$ cat src/rtl/scta_pkg.sv
// Shared types, scancode constants and the key lookup table of the scancode translator.
package scta_pkg;

	// Scancode set 1 codes with special handling
	localparam logic [7:0] SC_PREFIX     = 8'hE0;
	localparam logic [7:0] SC_LSHIFT     = 8'h2A;
	localparam logic [7:0] SC_RSHIFT     = 8'h36;
	localparam logic [7:0] SC_LSHIFT_REL = 8'hAA;
	localparam logic [7:0] SC_RSHIFT_REL = 8'hB6;
	localparam logic [7:0] SC_CTRL       = 8'h1D;
	localparam logic [7:0] SC_CTRL_REL   = 8'h9D;
	localparam logic [7:0] SC_CAPS       = 8'h3A;
	localparam logic [7:0] SC_KEY_C      = 8'h2E;
	localparam logic [7:0] SC_UP         = 8'h48;
	localparam logic [7:0] SC_DOWN       = 8'h50;
	localparam logic [7:0] SC_RIGHT      = 8'h4D;
	localparam logic [7:0] SC_LEFT       = 8'h4B;
	localparam logic [7:0] SC_PGUP       = 8'h49;
	localparam logic [7:0] SC_PGDN       = 8'h51;
	localparam logic [7:0] SC_DEL        = 8'h53;

	// Codes below this limit map through the key table
	localparam logic [7:0] SC_TABLE_LIMIT = 8'd58;

	// Characters of the arrow escape sequence
	localparam logic [7:0] CH_ESC     = 8'h1B;
	localparam logic [7:0] CH_BRACKET = 8'h5B;
	localparam logic [7:0] CH_A       = 8'h41;
	localparam logic [7:0] CH_B       = 8'h42;
	localparam logic [7:0] CH_C       = 8'h43;
	localparam logic [7:0] CH_D       = 8'h44;

	// Position of the final word of an arrow sequence
	localparam logic [1:0] ARROW_LAST_POS = 2'd2;

	typedef struct packed {
		logic ext;
		logic shift;
		logic ctrl;
		logic caps;
	} flags_t;

	typedef enum logic [1:0] {
		RUN_NONE  = 2'd0,
		RUN_CHAR  = 2'd1,
		RUN_ARROW = 2'd2
	} run_kind_t;

	typedef struct packed {
		run_kind_t   kind;
		logic [7:0]  char_code;
		flags_t      flags_next;
	} decode_t;

	// Look up a table code; letters follow shift xor caps, other keys follow shift
	function automatic logic [7:0] key_lookup(input logic [5:0] code, input logic shift,
		input logic caps);
		logic [15:0] pair;
		logic [7:0]  plain_ch;
		logic        is_letter;
		case (code)
			6'd1:  pair = {8'h1B, 8'h1B};
			6'd2:  pair = {"1", "!"};
			6'd3:  pair = {"2", "@"};
			6'd4:  pair = {"3", "#"};
			6'd5:  pair = {"4", "$"};
			6'd6:  pair = {"5", "%"};
			6'd7:  pair = {"6", "^"};
			6'd8:  pair = {"7", "&"};
			6'd9:  pair = {"8", "*"};
			6'd10: pair = {"9", "("};
			6'd11: pair = {"0", ")"};
			6'd12: pair = {"-", "_"};
			6'd13: pair = {"=", "+"};
			6'd14: pair = {8'h08, 8'h08};
			6'd15: pair = {8'h09, 8'h09};
			6'd16: pair = {"q", "q"};
			6'd17: pair = {"w", "w"};
			6'd18: pair = {"e", "e"};
			6'd19: pair = {"r", "r"};
			6'd20: pair = {"t", "t"};
			6'd21: pair = {"y", "y"};
			6'd22: pair = {"u", "u"};
			6'd23: pair = {"i", "i"};
			6'd24: pair = {"o", "o"};
			6'd25: pair = {"p", "p"};
			6'd26: pair = {8'h5B, 8'h7B};
			6'd27: pair = {8'h5D, 8'h7D};
			6'd28: pair = {8'h0A, 8'h0A};
			6'd30: pair = {"a", "a"};
			6'd31: pair = {"s", "s"};
			6'd32: pair = {"d", "d"};
			6'd33: pair = {"f", "f"};
			6'd34: pair = {"g", "g"};
			6'd35: pair = {"h", "h"};
			6'd36: pair = {"j", "j"};
			6'd37: pair = {"k", "k"};
			6'd38: pair = {"l", "l"};
			6'd39: pair = {8'h3B, 8'h3A};
			6'd40: pair = {8'h27, 8'h22};
			6'd41: pair = {8'h60, 8'h7E};
			6'd43: pair = {8'h5C, 8'h7C};
			6'd44: pair = {"z", "z"};
			6'd45: pair = {"x", "x"};
			6'd46: pair = {"c", "c"};
			6'd47: pair = {"v", "v"};
			6'd48: pair = {"b", "b"};
			6'd49: pair = {"n", "n"};
			6'd50: pair = {"m", "m"};
			6'd51: pair = {8'h2C, 8'h3C};
			6'd52: pair = {8'h2E, 8'h3E};
			6'd53: pair = {8'h2F, 8'h3F};
			6'd57: pair = {8'h20, 8'h20};
			default: pair = 16'h0000;
		endcase
		plain_ch  = pair[15:8];
		is_letter = (plain_ch >= 8'h61) && (plain_ch <= 8'h7A);
		if (is_letter) begin
			key_lookup = (shift ^ caps) ? (plain_ch - 8'h20) : plain_ch;
		end else begin
			key_lookup = shift ? pair[7:0] : plain_ch;
		end
	endfunction

endpackage

$ cat src/rtl/scancode_to_ascii_translator.sv
// Top level of the scancode set 1 to ASCII translator.
// Takes one scancode byte per word and returns its ASCII bytes, one per output word,
// with last_of_run high on the final byte of each code's output. A scancode is taken
// every cycle unless the code held in the input register waits for a busy run register;
// the decode sits between the input register and the run register. Modifier, prefix and
// dropped codes produce no word; table keys produce one; extended arrows produce the
// three-word sequence ESC [ A/B/C/D, which holds the run register until its last word
// is taken, so the input stalls behind each arrow. Shift, ctrl, caps lock and the
// prefix flag clear on reset.
module scancode_to_ascii_translator
	import scta_pkg::*;
(
	input  logic       clk,
	input  logic       arst_n,
	input  logic       in_valid,
	output logic       in_ready,
	input  logic [7:0] scancode,
	output logic       out_valid,
	input  logic       out_ready,
	output logic [7:0] char_code,
	output logic       last_of_run
);

	logic       valid_s1;
	logic [7:0] code_s1;
	flags_t     flags_q;
	decode_t    dec;

	logic       run_valid_q;
	logic       run_arrow_q;
	logic [1:0] run_pos_q;
	logic [7:0] run_char_q;

	logic out_fire;
	logic run_done;
	logic run_free;
	logic advance;

	scta_decode u_decode (
		.scancode (code_s1),
		.flags    (flags_q),
		.dec      (dec)
	);

	assign out_fire = out_valid && out_ready;
	assign run_done = out_fire && last_of_run;
	assign run_free = !run_valid_q || run_done;
	assign advance  = valid_s1 && run_free;
	assign in_ready = !valid_s1 || advance;

	// hold the accepted scancode
	always_ff @(posedge clk or negedge arst_n) begin
		if (!arst_n) begin
			valid_s1 <= 1'b0;
		end else if (in_ready) begin
			valid_s1 <= in_valid;
		end
	end

	always_ff @(posedge clk) begin
		if (in_ready && in_valid) begin
			code_s1 <= scancode;
		end
	end

	// advance the modifier flags as each code is decoded
	always_ff @(posedge clk or negedge arst_n) begin
		if (!arst_n) begin
			flags_q <= '0;
		end else if (advance) begin
			flags_q <= dec.flags_next;
		end
	end

	// load a new run or step the current one
	always_ff @(posedge clk or negedge arst_n) begin
		if (!arst_n) begin
			run_valid_q <= 1'b0;
			run_pos_q   <= 2'd0;
		end else if (advance && dec.kind != RUN_NONE) begin
			run_valid_q <= 1'b1;
			run_pos_q   <= 2'd0;
		end else if (run_done) begin
			run_valid_q <= 1'b0;
		end else if (out_fire) begin
			run_pos_q <= run_pos_q + 2'd1;
		end
	end

	always_ff @(posedge clk) begin
		if (advance && dec.kind != RUN_NONE) begin
			run_arrow_q <= (dec.kind == RUN_ARROW);
			run_char_q  <= dec.char_code;
		end
	end

	// select the word of the current run
	always_comb begin
		char_code = run_char_q;
		if (run_arrow_q) begin
			case (run_pos_q)
				2'd0:    char_code = CH_ESC;
				2'd1:    char_code = CH_BRACKET;
				default: char_code = run_char_q;
			endcase
		end
	end

	assign out_valid   = run_valid_q;
	assign last_of_run = !run_arrow_q || (run_pos_q == ARROW_LAST_POS);

endmodule

$ cat src/rtl/scta_decode.sv
// Scancode decoder: works out the output run and the next modifier flags for one code.
module scta_decode
	import scta_pkg::*;
(
	input  logic [7:0] scancode,
	input  flags_t     flags,
	output decode_t    dec
);

	always_comb begin
		logic handled;
		dec.kind       = RUN_NONE;
		dec.char_code  = 8'h00;
		dec.flags_next = flags;
		handled        = 1'b0;

		if (scancode == SC_PREFIX) begin
			// arm the prefix flag for the next code
			dec.flags_next.ext = 1'b1;
			handled            = 1'b1;
		end else begin
			dec.flags_next.ext = 1'b0;
			// extended keys
			if (flags.ext) begin
				handled = 1'b1;
				unique case (scancode)
					SC_UP: begin
						dec.kind      = RUN_ARROW;
						dec.char_code = CH_A;
					end
					SC_DOWN: begin
						dec.kind      = RUN_ARROW;
						dec.char_code = CH_B;
					end
					SC_RIGHT: begin
						dec.kind      = RUN_ARROW;
						dec.char_code = CH_C;
					end
					SC_LEFT: begin
						dec.kind      = RUN_ARROW;
						dec.char_code = CH_D;
					end
					SC_PGUP, SC_PGDN, SC_DEL: begin
						dec.kind = RUN_NONE;
					end
					SC_CTRL: begin
						dec.flags_next.ctrl = 1'b1;
					end
					SC_CTRL_REL: begin
						dec.flags_next.ctrl = 1'b0;
					end
					default: begin
						handled = 1'b0;
					end
				endcase
			end

			// drop C while ctrl is held
			if (!handled && flags.ctrl && scancode == SC_KEY_C) begin
				handled = 1'b1;
			end

			// modifier keys and table lookup
			if (!handled) begin
				unique case (scancode)
					SC_LSHIFT, SC_RSHIFT: begin
						dec.flags_next.shift = 1'b1;
					end
					SC_LSHIFT_REL, SC_RSHIFT_REL: begin
						dec.flags_next.shift = 1'b0;
					end
					SC_CTRL: begin
						dec.flags_next.ctrl = 1'b1;
					end
					SC_CTRL_REL: begin
						dec.flags_next.ctrl = 1'b0;
					end
					SC_CAPS: begin
						dec.flags_next.caps = ~flags.caps;
					end
					default: begin
						if (scancode < SC_TABLE_LIMIT) begin
							dec.kind      = RUN_CHAR;
							dec.char_code = key_lookup(scancode[5:0], flags.shift,
								flags.caps);
						end
					end
				endcase
			end
		end
	end

endmodule

$ cat config.mk
export PLATFORM = sky130hd
export DESIGN_NAME = scancode_to_ascii_translator
export DESIGN_NICKNAME = d
export VERILOG_FILES = /design/src/rtl/scta_pkg.sv /design/src/rtl/scancode_to_ascii_translator.sv /design/src/rtl/scta_decode.sv
export SDC_FILE = /design/constraint.sdc
export NUM_CORES = 1
export LEC_CHECK = 0
export BUFFER_PORTS_ARGS = -buffer_cell sky130_fd_sc_hd__clkbuf_2
export CAP_MARGIN = 20
export CORE_AREA = 8 8 86 95
export DETAILED_ROUTE_END_ITERATION = 10
export DIE_AREA = 0 0 94 103
export PLACE_DENSITY = 0.72
export SYNTH_ARGS = -nofsm -noshare
export SYNTH_HDL_FRONTEND = slang
export SYNTH_SLANG_ARGS = --single-unit
$ cat constraint.sdc
create_clock -name clk -period 7.3 [get_ports clk]
set_clock_uncertainty 0.05 [all_clocks]
set_input_delay 0 -clock clk [delete_from_list [all_inputs] [get_ports clk]]
set_output_delay 0 -clock clk [all_outputs]
set_load 0.05 [all_outputs]
==> impl_metrics.json, run 1 <==
{
  "hold_slack_ps": 16.3,
  "async_reset_ff_frac": 0.205,
  "die_w_um": 94,
  "htree_levels": 2,
  "clkTransAtPathRegs_ps": 80,
  "setup_ws_ps": 3450,
  "netlist_instances": 410,
  "cap_violations": 0,
  "dp_hpwl_um": 6730,
  "numPortBuffers": 22,
  "grtUsageTotal": 0.198,
  "slew_violations": 0,
  "numCtsBuffers": 5,
  "core_area_um2": 6520,
  "rows": 31,
  "firstDrtPassIters": 6,
  "dieArea_um2": 9680,
  "cts_tree": "yes",
  "critical_path_class": "register to register",
  "insertion_delay_ps": 290,
  "place_ws_ps": 3520,
  "grt_max_degree": 41,
  "placed_cell_area_um2": 3570,
  "period_minus_slack_ps": 3850,
  "required_ps": 7430,
  "synth_edf_count": 17,
  "ir_worst_vdd_mv": 0.152,
  "gp_congestion": 0.997,
  "avgSynthCellArea_um2": 8.60,
  "final_antenna_net_count": 0,
  "io_pins": 23,
  "rr_worst_depth": 13,
  "total_leakage_power_nw": 1.50,
  "critical_path.startpoint": "run_pos_q[0]",
  "r2r_start": "run_pos_q[0]",
  "synth_warnings": 0,
  "rsz0062_at_grt": "no",
  "arrival_ps": 3980,
  "tightest_slew_ps": 978,
  "max-slew-margin-rel": 0.348,
  "synth_top_area_frac": 0.145,
  "synth_nets": 438,
  "final_area_um2": 3720,
  "worst-r2r-setup-slack_ps": 3450,
  "fin_crit_sh": 0.527,
  "crit_fanout": 40,
  "die_h_um": 103,
  "overflow": 0,
  "fin_nets": 442,
  "cts_sinks": 39,
  "drtIter0Drc": 389,
  "wirelength_um": 9440,
  "setup_viol_count_final": 0,
  "status": "finished clean",
  "synth.distinct_cells": 69,
  "yosys.area.top_type": "edfxtp_1",
  "start_util": 0.541,
  "ys_top_cells_by_area": "edfxtp_1, dfxtp_1, mux2i_1, dfrtp_1, ha_1",
  "drc_errors": 0,
  "grt_pass1_vias": 2957,
  "drive_above_1_share": 0.147,
  "ctsRootBufferMaster": "clkbuf_8",
  "dr_total_vias": 3331,
  "total_power_w": 0.00103,
  "setup-tns-final_ps": 0,
  "synth_ff_type": "edfxtp_1",
  "seq_area_frac_synth": 0.281,
  "crit_path_start_kind": "register",
  "cp-end-kind": "register",
  "antenna_cells": 0,
  "area_growth_pct": 5.61,
  "post_cts_buffers": 0,
  "clockBufferDepth": 2,
  "wire_per_inst_um": 19.0,
  "fmax_mhz": 260,
  "finalHoldViolCount": 0,
  "grt_pass1_wl_um": 15200,
  "viasPerCell": 6.70,
  "ys_ff_latch": 39,
  "netlist_area_um2": 3530,
  "hp-class": "input pin to async pin",
  "powerDensity_nw_per_um2": 277,
  "antenna_found_initial": 0
}
[metal layers]
layer | share of wire | global-route usage | vias up | routed length [um]
met1 | 0.39 | 0.245 | 1507 | 3650
met5 | 0 | 0 | - | 0
met2 | 0.46 | 0.310 | 236 | 4320
met4 | 0.056 | 0.137 | 0 | 529
li1 | - | - | 1545 | -
met3 | 0.10 | 0.0313 | 43 | 941
[logic make-up after synthesis]
| family | count (synthesis) | share of synthesized area |
|---|---|---|
| AOI/OAI and AO/OA | 121 | 0.249 |
| xor gates and xnor gates | 6 | 0.0149 |
| adders and majority gates | 16 | 0.0568 |
| buffers and inverters | 51 | 0.0756 |
| DFF | 39 | 0.281 |
| muxes | 35 | 0.115 |
| and+or+nand+nor | 142 | 0.207 |
[how the worst min path moves through the flow]
stage	from	endpoint	depth (start not counted)
floorplan	arst_n	flags_q[0]	0
detailed placement	arst_n	valid_s1	1
finish	arst_n	valid_s1	2
global route	scancode[0]	code_s1[0]	1
global placement	arst_n	valid_s1	1
CTS	scancode[1]	code_s1[1]	1
[metrics by stage]
stage | instances | utilization
floorplan | 410 | -
global placement | 485 | 0.548
detailed placement | 485 | 0.548
CTS | 497 | 0.571
global route | 497 | 0.571
finish | 497 | 0.571
[placed cells by master (no fill, tap or decap), types with 5 or more instances in the layout]
master | netlist | final
a31oi_1 | 5 | 5
nand4_1 | 7 | 7
nand3_1 | 18 | 18
a21o_1 | 8 | 8
edfxtp_1 | 17 | 17
nor2b_1 | 8 | 8
clkbuf_8 | 0 | 5
o211ai_1 | 6 | 6
nand2_1 | 34 | 34
o21ai_0 | 20 | 20
inv_1 | 17 | 17
o221ai_1 | 5 | 5
dfxtp_1 | 14 | 14
nor2_1 | 27 | 27
nor3_1 | 12 | 12
and2_1 | 6 | 6
clkbuf_2 | 0 | 22
dfrtp_1 | 8 | 8
mux2_2 | 7 | 7
ha_1 | 16 | 16
nand2b_1 | 15 | 15
mux2i_1 | 21 | 20
a21oi_1 | 25 | 25
o31ai_1 | 5 | 5
[synth_stat cells (all sizes together) (5+ instances only)]
master and number:
inv 20, a21o 8, nand3 18, edfxtp 17
dfxtp 14, o21ai 20, a21oi 26, nand2b 16
ha 16, clkbuf 14, o221ai 5, o31ai 5
nor3 12, nor2 28, mux2i 25, nand2 34
mux2 10, a31oi 5, and2 6, buf 17
dfrtp 8, nor2b 8, o211ai 7, nand4 7
[where the power goes]
part | switching (W) | internal, W | leakage [nW] | total (W)
logic | 0.000330 | 0.000188 | 1.06 | 0.000518
registers | 0.0000508 | 0.000285 | 0.381 | 0.000336
clock network | 0.0000781 | 0.000102 | 0.0581 | 0.000180
[cell type report]
cell class                 count  area [um^2]
fill                         597         2790
multi-input combinational    320         2270
sequential                    39          991
timing repair buffer          28          165
tap                           82          103
inverter                      20         80.1
clock buffer                   5         68.8
clock inverter                 3         43.8
[critical path, cell delays in order (launching register included)]
cell	delay (ps)
dfrtp_1	360
inv_1	90
ha_1	210
nand2b_4	160
a21oi_4	690
inv_6	310
mux2_4	450
ha_1	400
nand2b_1	150
a21oi_1	80
a21oi_1	130
a21oi_1	80
a22o_1	260
a221o_1	280
[repair_timing]
action | 4_1_cts | 5_1_grt
hold buffers | 4 | 0
endpoints found under the hold margin | 11 | 0
resized for setup | 0 | 0
Power figures use the tool's default switching activity.
==> run 2: changes to the inputs <==
- clock period: 7.3 -> 3.58 ns (I/O delays scaled with it)
==> impl_metrics.json, run 2 (synthesis results as in run 1) <==
{
  "placed_cells": 492,
  "hp-class": "input pin to register",
  "tightest_slew_ps": 872,
  "cp-end-kind": "register",
  "rsz0062_at_grt": "no",
  "firstDrtPassIters": 5,
  "overflow": 0,
  "wirelength_met1_um": 4220,
  "grt_pass1_wl_um": 17100,
  "finalHoldViolCount": 0,
  "period_minus_slack_ps": 3170,
  "status": "finished clean",
  "total_power_w": 0.00215,
  "max-slew-margin-rel": 0.419,
  "critical_path_class": "register to register",
  "wire_per_inst_um": 20.7,
  "cap_violations": 0,
  "crit_path_start_kind": "register",
  "slew_violations": 0,
  "fin_nets": 449,
  "core_area_um2": 6520,
  "required_ps": 3720,
  "final_antenna_net_count": 0,
  "insertion_delay_ps": 300,
  "setup_viol_count_final": 0,
  "fmax_mhz": 316,
  "ir_worst_vdd_mv": 0.303,
  "dr_total_vias": 3324,
  "cts_tree": "yes",
  "grt_max_degree": 29,
  "highest_layer": "met4",
  "grtUsageTotal": 0.223,
  "clkTransAtPathRegs_ps": 80,
  "arrival_ps": 3310,
  "start_util": 0.541,
  "setup-tns-final_ps": 0,
  "drc_errors": 0,
  "die_w_um": 94,
  "layout_commonest_cell": "nand2_1",
  "viasPerCell": 6.60,
  "numCtsBuffers": 5,
  "wl_met2_um": 4990,
  "cts_sinks": 39,
  "powerDensity_nw_per_um2": 568,
  "drtIter0Drc": 332,
  "rows": 31,
  "io_pins": 23,
  "total_leakage_power_nw": 1.53,
  "area_growth_pct": 7.10,
  "fin_cells": 504,
  "ctsRootBufferMaster": "clkbuf_8",
  "seq_area_um2": 991,
  "worst-r2r-setup-slack_ps": 410,
  "placed_cell_area_um2": 3620,
  "crit_fanout": 20,
  "final_cell_mix": "nand2_1, nor2_1, a21oi_1",
  "numPortBuffers": 22,
  "gp_congestion": 0.978,
  "antenna_cells": 0,
  "die_h_um": 103,
  "hold_slack_ps": 18.0,
  "wirelength_um": 10400,
  "antenna_found_initial": 0,
  "dieArea_um2": 9680,
  "htree_levels": 2,
  "final_area_um2": 3780,
  "fillCellCount": 609,
  "grt_pass1_vias": 3246,
  "multi_input_area_um2": 2270,
  "fin_crit_sh": 0.885,
  "drive_above_1_share": 0.161,
  "dp_hpwl_um": 7510,
  "cts-resized-gates": 0,
  "route.met3.wl_um": 730,
  "clockBufferDepth": 2
}
[run 2: cell count changes in the layout (fill, tap and decap cells not counted)]
| cell | before | now |
|---|---|---|
| buf_4 | 2 | 9 |
[run 2: worst paths after layout]
| kind | cells after the start | end | startpoint |
|---|---|---|---|
| worst max-delay path | 13 | register | run_pos_q[0] |
| worst min-delay path | 3 | out_valid | out_ready |
| worst max register to register | 13 | register | run_pos_q[0] |
| worst min register to register | 2 | flags_q[3] | flags_q[3] |
| max in group asynchronous | 2 | flags_q[0] | arst_n |
| min in group asynchronous | 2 | flags_q[1] | arst_n |
[run 2: repair_timing]
action | 4_1_cts | 5_1_grt
setup buffers | 0 | 0
hold buffers | 4 | 0
hold endpoints to repair | 11 | 0
[run 2: metrics by stage]
| step | util | setup slack [ps] |
|---|---|---|
| floorplan | - | 665 |
| global placement | 0.556 | 564 |
| detailed placement | 0.556 | 472 |
| CTS | 0.579 | 451 |
| global route | 0.579 | 201 |
| finish | 0.579 | 411 |
[run 2: per-layer routing]
metal  GRT usage  vias up
met1       0.271     1555
met5           0        -
met3      0.0313       38
li1            -     1548
met2       0.368      183
met4       0.129        0
[run 2: worst max-delay path: stages (launching register included)]
cell and delay (ps):
dfrtp_1 370, inv_1 90, ha_1 220, nand2b_4 170, a21oi_4 210, inv_6 120, mux2_4 390, ha_1 430
nand2b_1 160, a21oi_1 80, a21oi_1 150, a21oi_1 90, a22o_1 260, a221o_1 290
[run 2: layout make-up]
cell class	instances	area share
multi-input cells	320	0.602
flip-flops and latches	39	0.262
repair buffers	35	0.0577
well taps	82	0.0272
inverters	20	0.0212
clock buffers	5	0.0182
clock inverters	3	0.0116
[run 2: where the power goes]
group / internal [W] / switching (W)
sequential: 0.000581 / 0.000105
combinational: 0.000397 / 0.000689
clock: 0.000208 / 0.000167
